### src/rtl/lkvc_pkg.sv
// Package: shared constants and types for the LRU key-value cache.
package lkvc_pkg;

  // Default geometry
  localparam int Entries   = 16;
  localparam int KeyBits   = 32;
  localparam int ValueBits = 32;

  // Capacity register
  localparam int              CapW     = 5;
  localparam logic [CapW-1:0] CapReset = 5'd16;

  // Request opcodes
  typedef enum logic {
    OpGet = 1'b0,
    OpPut = 1'b1
  } op_e;

endpackage

### src/rtl/lkvc_if.sv
// Interfaces: request, response and capacity-write channels of the cache.

// Request channel: one get or put item
interface lkvc_req_if #(
  parameter int KEY_BITS   = lkvc_pkg::KeyBits,
  parameter int VALUE_BITS = lkvc_pkg::ValueBits
);
  logic                         valid;
  logic                         ready;
  logic                         opcode;
  logic signed [KEY_BITS-1:0]   key;
  logic signed [VALUE_BITS-1:0] value;

  modport source (output valid, opcode, key, value, input ready);
  modport sink   (input valid, opcode, key, value, output ready);
endinterface

// Response channel: one item per get
interface lkvc_rsp_if #(
  parameter int VALUE_BITS = lkvc_pkg::ValueBits
);
  logic                         valid;
  logic                         ready;
  logic                         hit;
  logic signed [VALUE_BITS-1:0] read_value;

  modport source (output valid, hit, read_value, input ready);
  modport sink   (input valid, hit, read_value, output ready);
endinterface

// Capacity write channel
interface lkvc_cfg_if;
  logic                      valid;
  logic                      ready;
  logic [lkvc_pkg::CapW-1:0] data;

  modport source (output valid, data, input ready);
  modport sink   (input valid, data, output ready);
endinterface

### src/rtl/lkvc_lookup.sv
// Lookup: parallel key match, free-slot pick and LRU victim pick.
module lkvc_lookup #(
  parameter int ENTRIES  = lkvc_pkg::Entries,
  parameter int KEY_BITS = lkvc_pkg::KeyBits,
  localparam int AgeW    = (ENTRIES > 1) ? $clog2(ENTRIES) : 1,
  localparam int UsedW   = $clog2(ENTRIES + 1)
) (
  input  logic [ENTRIES-1:0]        entry_valid_i,
  input  logic [KEY_BITS-1:0]       entry_key_i [ENTRIES],
  input  logic [AgeW-1:0]           entry_age_i [ENTRIES],
  input  logic [UsedW-1:0]          used_count_i,
  input  logic [lkvc_pkg::CapW-1:0] capacity_i,
  input  logic [KEY_BITS-1:0]       key_i,
  output logic [ENTRIES-1:0]        hit_oh_o,
  output logic [ENTRIES-1:0]        slot_oh_o,
  output logic                      fill_new_o
);

  localparam int CmpW = (UsedW > lkvc_pkg::CapW) ? UsedW : lkvc_pkg::CapW;

  logic [ENTRIES-1:0] free_vec;
  logic [ENTRIES-1:0] first_free;
  logic [ENTRIES-1:0] victim_oh;
  logic [AgeW-1:0]    oldest_age;
  logic [UsedW-1:0]   used_m1;
  logic [CmpW-1:0]    used_ext;
  logic [CmpW-1:0]    cap_ext;
  logic               below_cap;
  logic               below_entries;

  // Key compare in every entry at once
  always_comb begin
    for (int i = 0; i < ENTRIES; i++) begin
      hit_oh_o[i] = entry_valid_i[i] && (entry_key_i[i] == key_i);
    end
  end

  // Lowest free entry
  assign free_vec   = ~entry_valid_i;
  assign first_free = free_vec & (~free_vec + ENTRIES'(1));

  // Valid ages form 0..used-1, so the oldest entry has age used-1
  assign used_m1    = used_count_i - UsedW'(1);
  assign oldest_age = used_m1[AgeW-1:0];

  always_comb begin
    for (int i = 0; i < ENTRIES; i++) begin
      victim_oh[i] = entry_valid_i[i] && (entry_age_i[i] == oldest_age);
    end
  end

  // Room check against the clamped capacity (zero acts as one)
  assign used_ext      = CmpW'(used_count_i);
  assign cap_ext       = CmpW'(capacity_i);
  assign below_entries = used_count_i < UsedW'(ENTRIES);
  assign below_cap     = (used_ext < cap_ext) ||
                         ((capacity_i == '0) && (used_count_i == '0));

  assign fill_new_o = below_entries && below_cap;
  assign slot_oh_o  = fill_new_o ? first_free : victim_oh;

endmodule

### src/rtl/lru_key_value_cache_unit.sv
// Top level: fully associative key-value cache with true LRU replacement.
//
//  channel | dir | handshake       | payload
//  --------+-----+-----------------+---------------------------------
//  req     | in  | valid / ready   | opcode, key, value
//  rsp     | out | valid / ready   | hit, read_value (gets only)
//  cfg     | in  | valid / ready   | data = capacity (always ready)
//
// One item per cycle while no get waits on the result register: the match,
// LRU update and result capture all happen as an item leaves the input
// register; a get result is registered. All state updates land as the item
// leaves, so back-to-back items see each other's effects.
// Reset empties the cache and sets capacity to 16; no clearing pass.
// A get waits in the input register while the result register is full and
// not being taken; puts never wait on the response side.
module lru_key_value_cache_unit #(
  parameter int ENTRIES    = lkvc_pkg::Entries,
  parameter int KEY_BITS   = lkvc_pkg::KeyBits,
  parameter int VALUE_BITS = lkvc_pkg::ValueBits
) (
  input  logic   clk_i,
  input  logic   rst_ni,
  lkvc_req_if.sink   req,
  lkvc_rsp_if.source rsp,
  lkvc_cfg_if.sink   cfg
);

  localparam int AgeW  = (ENTRIES > 1) ? $clog2(ENTRIES) : 1;
  localparam int UsedW = $clog2(ENTRIES + 1);

  // Entry storage
  logic [ENTRIES-1:0]    valid_q;
  logic [KEY_BITS-1:0]   key_q   [ENTRIES];
  logic [VALUE_BITS-1:0] value_q [ENTRIES];
  logic [AgeW-1:0]       age_q   [ENTRIES];
  logic [UsedW-1:0]      used_q;
  logic [lkvc_pkg::CapW-1:0] cap_q;

  // Input register
  logic                  s1_valid_q;
  lkvc_pkg::op_e         s1_op_q;
  logic [KEY_BITS-1:0]   s1_key_q;
  logic [VALUE_BITS-1:0] s1_value_q;

  // Result register
  logic                  out_valid_q;
  logic                  out_hit_q;
  logic [VALUE_BITS-1:0] out_value_q;

  logic [ENTRIES-1:0]    hit_oh;
  logic [ENTRIES-1:0]    slot_oh;
  logic                  fill_new;
  logic                  hit;
  logic [AgeW-1:0]       hit_age;
  logic [VALUE_BITS-1:0] hit_value;
  logic                  out_free;
  logic                  s1_fire;
  logic                  is_put;
  logic                  get_fire;
  logic                  put_fire;
  logic                  in_fire;

  // Handshakes
  assign is_put    = (s1_op_q == lkvc_pkg::OpPut);
  assign out_free  = !out_valid_q || rsp.ready;
  assign s1_fire   = s1_valid_q && (is_put || out_free);
  assign get_fire  = s1_fire && !is_put;
  assign put_fire  = s1_fire && is_put;
  assign req.ready = !s1_valid_q || s1_fire;
  assign in_fire   = req.valid && req.ready;
  assign cfg.ready = 1'b1;

  lkvc_lookup #(
    .ENTRIES  (ENTRIES),
    .KEY_BITS (KEY_BITS)
  ) u_lookup (
    .entry_valid_i (valid_q),
    .entry_key_i   (key_q),
    .entry_age_i   (age_q),
    .used_count_i  (used_q),
    .capacity_i    (cap_q),
    .key_i         (s1_key_q),
    .hit_oh_o      (hit_oh),
    .slot_oh_o     (slot_oh),
    .fill_new_o    (fill_new)
  );

  // Age and value of the matching entry
  assign hit = |hit_oh;
  always_comb begin
    hit_age   = '0;
    hit_value = '0;
    for (int i = 0; i < ENTRIES; i++) begin
      if (hit_oh[i]) begin
        hit_age   = hit_age | age_q[i];
        hit_value = hit_value | value_q[i];
      end
    end
  end

  // Capacity register
  always_ff @(posedge clk_i or negedge rst_ni) begin
    if (!rst_ni) begin
      cap_q <= lkvc_pkg::CapReset;
    end else if (cfg.valid && cfg.ready) begin
      cap_q <= cfg.data;
    end
  end

  // Input register
  always_ff @(posedge clk_i or negedge rst_ni) begin
    if (!rst_ni) begin
      s1_valid_q <= 1'b0;
    end else if (req.ready) begin
      s1_valid_q <= req.valid;
    end
  end

  always_ff @(posedge clk_i) begin
    if (in_fire) begin
      s1_op_q    <= lkvc_pkg::op_e'(req.opcode);
      s1_key_q   <= req.key;
      s1_value_q <= req.value;
    end
  end

  // Valid bits, ages and fill count
  always_ff @(posedge clk_i or negedge rst_ni) begin
    if (!rst_ni) begin
      valid_q <= '0;
      used_q  <= '0;
      for (int i = 0; i < ENTRIES; i++) begin
        age_q[i] <= '0;
      end
    end else if (s1_fire) begin
      if (hit) begin
        // touch: younger entries age by one, the hit becomes most recent
        for (int i = 0; i < ENTRIES; i++) begin
          if (hit_oh[i]) begin
            age_q[i] <= '0;
          end else if (valid_q[i] && (age_q[i] < hit_age)) begin
            age_q[i] <= age_q[i] + AgeW'(1);
          end
        end
      end else if (is_put) begin
        // new key: all others age, the chosen slot becomes most recent
        for (int i = 0; i < ENTRIES; i++) begin
          if (slot_oh[i]) begin
            valid_q[i] <= 1'b1;
            age_q[i]   <= '0;
          end else if (valid_q[i]) begin
            age_q[i] <= age_q[i] + AgeW'(1);
          end
        end
        if (fill_new) begin
          used_q <= used_q + UsedW'(1);
        end
      end
    end
  end

  // Keys and values
  always_ff @(posedge clk_i) begin
    if (put_fire) begin
      for (int i = 0; i < ENTRIES; i++) begin
        if (hit_oh[i]) begin
          value_q[i] <= s1_value_q;
        end else if (!hit && slot_oh[i]) begin
          key_q[i]   <= s1_key_q;
          value_q[i] <= s1_value_q;
        end
      end
    end
  end

  // Result register
  always_ff @(posedge clk_i or negedge rst_ni) begin
    if (!rst_ni) begin
      out_valid_q <= 1'b0;
    end else if (get_fire) begin
      out_valid_q <= 1'b1;
    end else if (rsp.ready) begin
      out_valid_q <= 1'b0;
    end
  end

  always_ff @(posedge clk_i) begin
    if (get_fire) begin
      out_hit_q   <= hit;
      out_value_q <= hit ? hit_value : '0;
    end
  end

  assign rsp.valid      = out_valid_q;
  assign rsp.hit        = out_hit_q;
  assign rsp.read_value = out_value_q;

`ifndef ASSERT_OFF
  // The fill count matches the number of valid entries
  a_used_matches_valid: assert property (@(posedge clk_i) disable iff (!rst_ni)
    $countones(valid_q) == int'(used_q))
    else $error("fill count differs from valid entries");

  // A key is held in at most one entry
  a_hit_unique: assert property (@(posedge clk_i) disable iff (!rst_ni)
    s1_valid_q |-> $onehot0(hit_oh))
    else $error("key matched in more than one entry");

  // Inserting a new key always finds exactly one slot
  a_slot_found: assert property (@(posedge clk_i) disable iff (!rst_ni)
    (put_fire && !hit) |-> $onehot(slot_oh))
    else $error("no single slot for new key");

  // A result appears only after a get leaves the input register
  a_rsp_from_get: assert property (@(posedge clk_i) disable iff (!rst_ni)
    $rose(out_valid_q) |-> $past(get_fire))
    else $error("result without a get");

  // A stalled result is never overwritten
  a_no_overwrite: assert property (@(posedge clk_i) disable iff (!rst_ni)
    (out_valid_q && !rsp.ready) |-> !get_fire)
    else $error("pending result overwritten");
`endif

endmodule

### src/flat_wrapper.sv
// flat-port wrapper written by rule: the top's interface ports become plain ports
module lru_key_value_cache_unit_flat 
#(
  parameter int ENTRIES    = lkvc_pkg::Entries,
  parameter int KEY_BITS   = lkvc_pkg::KeyBits,
  parameter int VALUE_BITS = lkvc_pkg::ValueBits
)
  (clk_i, rst_ni, req_valid, req_opcode, req_key, req_value, req_ready, rsp_valid, rsp_hit, rsp_read_value, rsp_ready, cfg_valid, cfg_data, cfg_ready);
  lkvc_req_if #(.KEY_BITS(KEY_BITS), .VALUE_BITS(VALUE_BITS)) req_i ();
  lkvc_rsp_if #(.VALUE_BITS(VALUE_BITS)) rsp_i ();
  lkvc_cfg_if cfg_i ();
  input  logic clk_i;
  input  logic rst_ni;
  input wire logic [$bits(req_i.valid)-1:0] req_valid;
  input wire logic [$bits(req_i.opcode)-1:0] req_opcode;
  input wire logic [$bits(req_i.key)-1:0] req_key;
  input wire logic [$bits(req_i.value)-1:0] req_value;
  output wire logic [$bits(req_i.ready)-1:0] req_ready;
  output wire logic [$bits(rsp_i.valid)-1:0] rsp_valid;
  output wire logic [$bits(rsp_i.hit)-1:0] rsp_hit;
  output wire logic [$bits(rsp_i.read_value)-1:0] rsp_read_value;
  input wire logic [$bits(rsp_i.ready)-1:0] rsp_ready;
  input wire logic [$bits(cfg_i.valid)-1:0] cfg_valid;
  input wire logic [$bits(cfg_i.data)-1:0] cfg_data;
  output wire logic [$bits(cfg_i.ready)-1:0] cfg_ready;
  assign req_i.valid = req_valid;
  assign req_i.opcode = req_opcode;
  assign req_i.key = req_key;
  assign req_i.value = req_value;
  assign req_ready = req_i.ready;
  assign rsp_valid = rsp_i.valid;
  assign rsp_hit = rsp_i.hit;
  assign rsp_read_value = rsp_i.read_value;
  assign rsp_i.ready = rsp_ready;
  assign cfg_i.valid = cfg_valid;
  assign cfg_i.data = cfg_data;
  assign cfg_ready = cfg_i.ready;
  lru_key_value_cache_unit #(.ENTRIES(ENTRIES), .KEY_BITS(KEY_BITS), .VALUE_BITS(VALUE_BITS)) u_core (.clk_i(clk_i), .rst_ni(rst_ni), .req(req_i), .rsp(rsp_i), .cfg(cfg_i));
endmodule
### config.mk
export PLATFORM = sky130hd
export DESIGN_NAME = lru_key_value_cache_unit_flat
export DESIGN_NICKNAME = d
export VERILOG_FILES = /design/src/rtl/lkvc_pkg.sv /design/src/rtl/lkvc_if.sv /design/src/rtl/lkvc_lookup.sv /design/src/rtl/lru_key_value_cache_unit.sv /design/src/flat_wrapper.sv
export SDC_FILE = /design/constraint.sdc
export NUM_CORES = 2
export LEC_CHECK = 0
export BUFFER_PORTS_ARGS = -buffer_cell sky130_fd_sc_hd__buf_2
export CAP_MARGIN = 20
export CORE_MARGIN = 3
export CORE_UTILIZATION = 43
export DETAILED_ROUTE_END_ITERATION = 7
export HOLD_SLACK_MARGIN = 0.12
export PLACE_DENSITY_LB_ADDON = 0.05
export SYNTH_ARGS = -nofsm -noshare
export SYNTH_HDL_FRONTEND = slang
export SYNTH_SLANG_ARGS = --single-unit
export TNS_END_PERCENT = 20
### constraint.sdc
create_clock -name clk_i -period 6.3 [get_ports clk_i]
set_input_delay 0.63 -clock clk_i [delete_from_list [all_inputs] [get_ports clk_i]]
set_output_delay 0.63 -clock clk_i [all_outputs]
set_load 0.05 [all_outputs]
==> metrics.md <==
| Metric | Value |
|---|---|
| Status | complete, no violations |
| Die ar. | 0.122 mm² |
| Synth cell count leaders | edfxtp_1, xnor2_1, xor2_1 |
| Nets | 3654 |
| Root Buffer | clkbuf_16 |
| DR WL/cell | 29.3 µm |
| Rel. slew slack | 22.7% |
| Max VDD drop | 0.000260 V |
| Sequential cell fraction of total power | 48.7% |
| Worst slew pin tran | 1160 ps |
| Crit path required time | 6920 ps |
| Global-route wire length before repair | 218 mm |
| Core Area | 0.117 mm² |
| Placer congestion estimate | 0.925 |
| # H-tree levels | 4 |
| Number of global-route vias before repair | 30200 |
| Post-synth top area share | 66.5% |
| Leak | 20.0 nW |
| Final-report max-slew violation count | 0 |
| Post-synthesis sequential area ratio | 71.1% |
| PwrDens | 344 mW/mm² |
| Distinct cells, synth | 71 |
| Mapped Nets | 3333 |
| Post-CTS Setup Bufs | 0 |
| FF-to-FF setup slack | 810 ps |
| CTS tree | done |
| Hold Crit Class | in -> reg |
| Layout Skew | 48.4 ps |
| Largest net degree at the start of global routing | 66 |
| Initial antenna violation count | 1 |
| Multi-input combinational cell area | 0.0137 mm² |
| Die Ht | 349 µm |
| Reg area | 0.0360 mm² |
| Cells after Synth | 3188 |
| Worst skew pair latency | 760 ps |
| Endpoints failing setup | 0 |
| Initial core utilization | 43.5% |
| Kind of cell adding the most delay to the critical path | simple AND/OR/NAND/NOR gates |
| Switching share of total power | 26.6% |
| Cell taking the most area after synthesis | edfxtp_1 |
| CP Launch Type | flop |
| Ports | 111 |
| Post-route ant nets | 0 |
| Post-DP HPWL | 91.4 mm |
| Period utilization | 87.1% |
| Die X | 349 µm |
| Row count | 125 |
| Clock sink count | 1214 |
| Finished Cell Area | 0.0592 mm² |
| Filler Cell Count | 9661 |
| Num CTS Buffers | 135 |
| GRT Total Usage | 24.7% |
| Fin crit period | 5490 ps |
| Worst-path clk slew | 60 ps |
| Total grt overflow | 0 |
| F_max | 0.182 GHz |
| Area of placed instances | 0.0541 mm² |
| Max Cap Viol | 0 |
| Overall power | 20.3 mW |
| Critical path class | reg -> reg |
| Worst path cell trace | xor2_1 -> a2111o_1 -> nor3_1 -> and4b_2 -> buf_4 -> a22oi_1 -> nand4_1 -> buf_4 -> o21ai_0 -> a21oi_1 -> o21ai_0 -> a22o_1 |
| Most frequent cell after synthesis | edfxtp_1 |
| Critical path peak fanout | 24 |
| Via/cell ratio | 5.85 |
| Most used flip-flop cell after synthesis | edfxtp_1 |
| Sw Pwr | 5.42 mW |
| Worst path slowest cell | edfxtp_1 |
| Final core occ | 50.8% |
| Longest Clk Path Bufs | 3 |
| RSZ-0062 raised after global routing | no |
| Routed WL | 151 mm |
| Via count | 30100 |
| Post-synth design cell area | 0.0506 mm² |
| Worst Setup End Kind | flop |
| Crit path DAT | 6110 ps |
| Ys async rst share | 7.58% |
| DRC viols | 0 |
| Sum Neg Setup Slack | 0 ps |
| First-pass iteration count of the detailed router | 5 |
| Clock network fraction of total power | 38.7% |
| Number of buffers added on ports | 109 |
| Worst Path Buf+Inv | 2 |
| Iter 0 DRT Violations | 3193 |
| Layout area overhead | 16.9% |
| Syn Area/Cell | 15.9 µm² |
| Cell-internal power | 14.9 mW |
| Share of cells above drive strength 1 | 15.4% |
| Gate power share | 12.7% |
| Yosys warns | 0 |
| Post-synthesis sequential element count | 1214 |
| Top cells by area, synth | edfxtp_1, xnor2_1, dfrtp_1, xor2_1, a22o_1 |
| Final hold viol count | 0 |
| Number of synthesized flops with an enable pin | 1122 |
| Max incr delay on CP | 900 ps |
| Number of antenna diodes | 0 |
-- placed cells by master, fill, tap and decap left out, types with 39 or more instances in the layout --
| cell | netlist | layout |
|---|---|---|
| nand2_1 | 50 | 46 |
| nand3_1 | 57 | 57 |
| clkbuf_16 | 0 | 136 |
| buf_4 | 34 | 126 |
| nor2_1 | 86 | 69 |
| ha_1 | 70 | 70 |
| xnor2_1 | 322 | 321 |
| xor2_1 | 245 | 244 |
| buf_12 | 0 | 39 |
| a22oi_1 | 41 | 41 |
| buf_2 | 4 | 108 |
| nor3_1 | 65 | 59 |
| dlygate4sd3_1 | 0 | 72 |
| o21ai_0 | 64 | 64 |
| dfrtp_1 | 91 | 91 |
| nor4_1 | 69 | 69 |
| a221oi_1 | 120 | 120 |
| a22o_1 | 157 | 157 |
| nand4_1 | 119 | 119 |
| edfxtp_1 | 1122 | 1122 |
| inv_1 | 46 | 46 |
-- kinds of logic (layout without fill, tap and decap cells) --
| kind of cell | count (synthesis) | count (layout) | synth area share, % |
|---|---|---|---|
| AOI/OAI and AO/OA | 524 | 524 | 8.23 |
| buffers and inverters | 210 | 640 | 2.31 |
| other | 1 | 1 | 0.00740 |
| xor gates and xnor gates | 567 | 567 | 9.80 |
| and+or+nand+nor | 591 | 591 | 6.62 |
| DFF | 1214 | 1214 | 71.1 |
| adders and majority gates | 70 | 70 | 1.73 |
| muxes | 11 | 11 | 0.230 |
-- per-layer routing --
metal	global-route usage [%]	vias up	wire length, µm
met5	0	-	0
met4	5.97	0	2700
met3	3.22	185	8240
met2	37.5	1016	67700
met1	37.8	15700	72100
li1	-	13100	-
-- metrics by stage --
stage / worst slack (ps) / hold WS, ps / instances
4_1_cts: 946 / 158 / 5142
5_1_grt: 694 / 200 / 5142
3_5_place_dp: 997 / 497 / 4824
3_3_place_gp: 1050 / 494 / 4822
6_report: 812 / 203 / 5142
2_1_floorplan: 864 / 334 / 3188
-- path summary, 6_finish.rpt --
check,startpoint,to,depth (start not counted)
max,u_core.s1_key_q[26]$_DFFE_PP_,u_core.age_q[32]$_DFFE_PN0P_,12
min,cfg_valid,u_core.cap_q[4]$_DFFE_PN1P_,2
max reg2reg,u_core.s1_key_q[26]$_DFFE_PP_,u_core.age_q[32]$_DFFE_PN0P_,12
min reg2reg,u_core.s1_key_q[24]$_DFFE_PP_,u_core.key_q[376]$_DFFE_PP_,0
max in group asynchronous,rst_ni,u_core.valid_q[0]$_DFFE_PN0P_,3
min in group asynchronous,rst_ni,u_core.s1_valid_q$_DFFE_PN0N_,2
-- registers in the layout (all words and copies together) (netlist names), 5 cells and up --
name                   flops
u_core.value_q           512
u_core.cap_q               5
u_core.valid_q            16
u_core.key_q             512
u_core.age_q              64
u_core.s1_value_q         32
u_core.rsp.read_value     32
u_core.used_q              5
u_core.s1_key_q           32
-- power groups by stage --
| stage | Clock [mW] | Sequential [mW] | Combinational [mW] |
|---|---|---|---|
| final | 7.87 | 9.90 | 2.57 |
| after global routing | 8.36 | 9.94 | 2.80 |
| after CTS | 8.04 | 9.89 | 2.58 |
| after detailed placement | 0 | 10.1 | 2.53 |
| after global placement | 0 | 10.0 | 2.50 |
| after floorplan | 0 | 9.87 | 1.63 |
-- final cells by class --
class                      instances  area share (%)
timing repair buffer             346            5.06
sequential                      1214            60.8
multi-input combinational       1764            23.1
clock inverter                    79            1.51
inverter                          48           0.304
tap                             1524            3.22
clock buffer                     167            5.99
-- timing repair --
item / 4_1_cts / 5_1_grt
resized for setup: 0 / 0
hold buffers: 72 / 0
hold endpoints to repair: 99 / 0
Note: power is estimated with default switching activity, not from simulation.
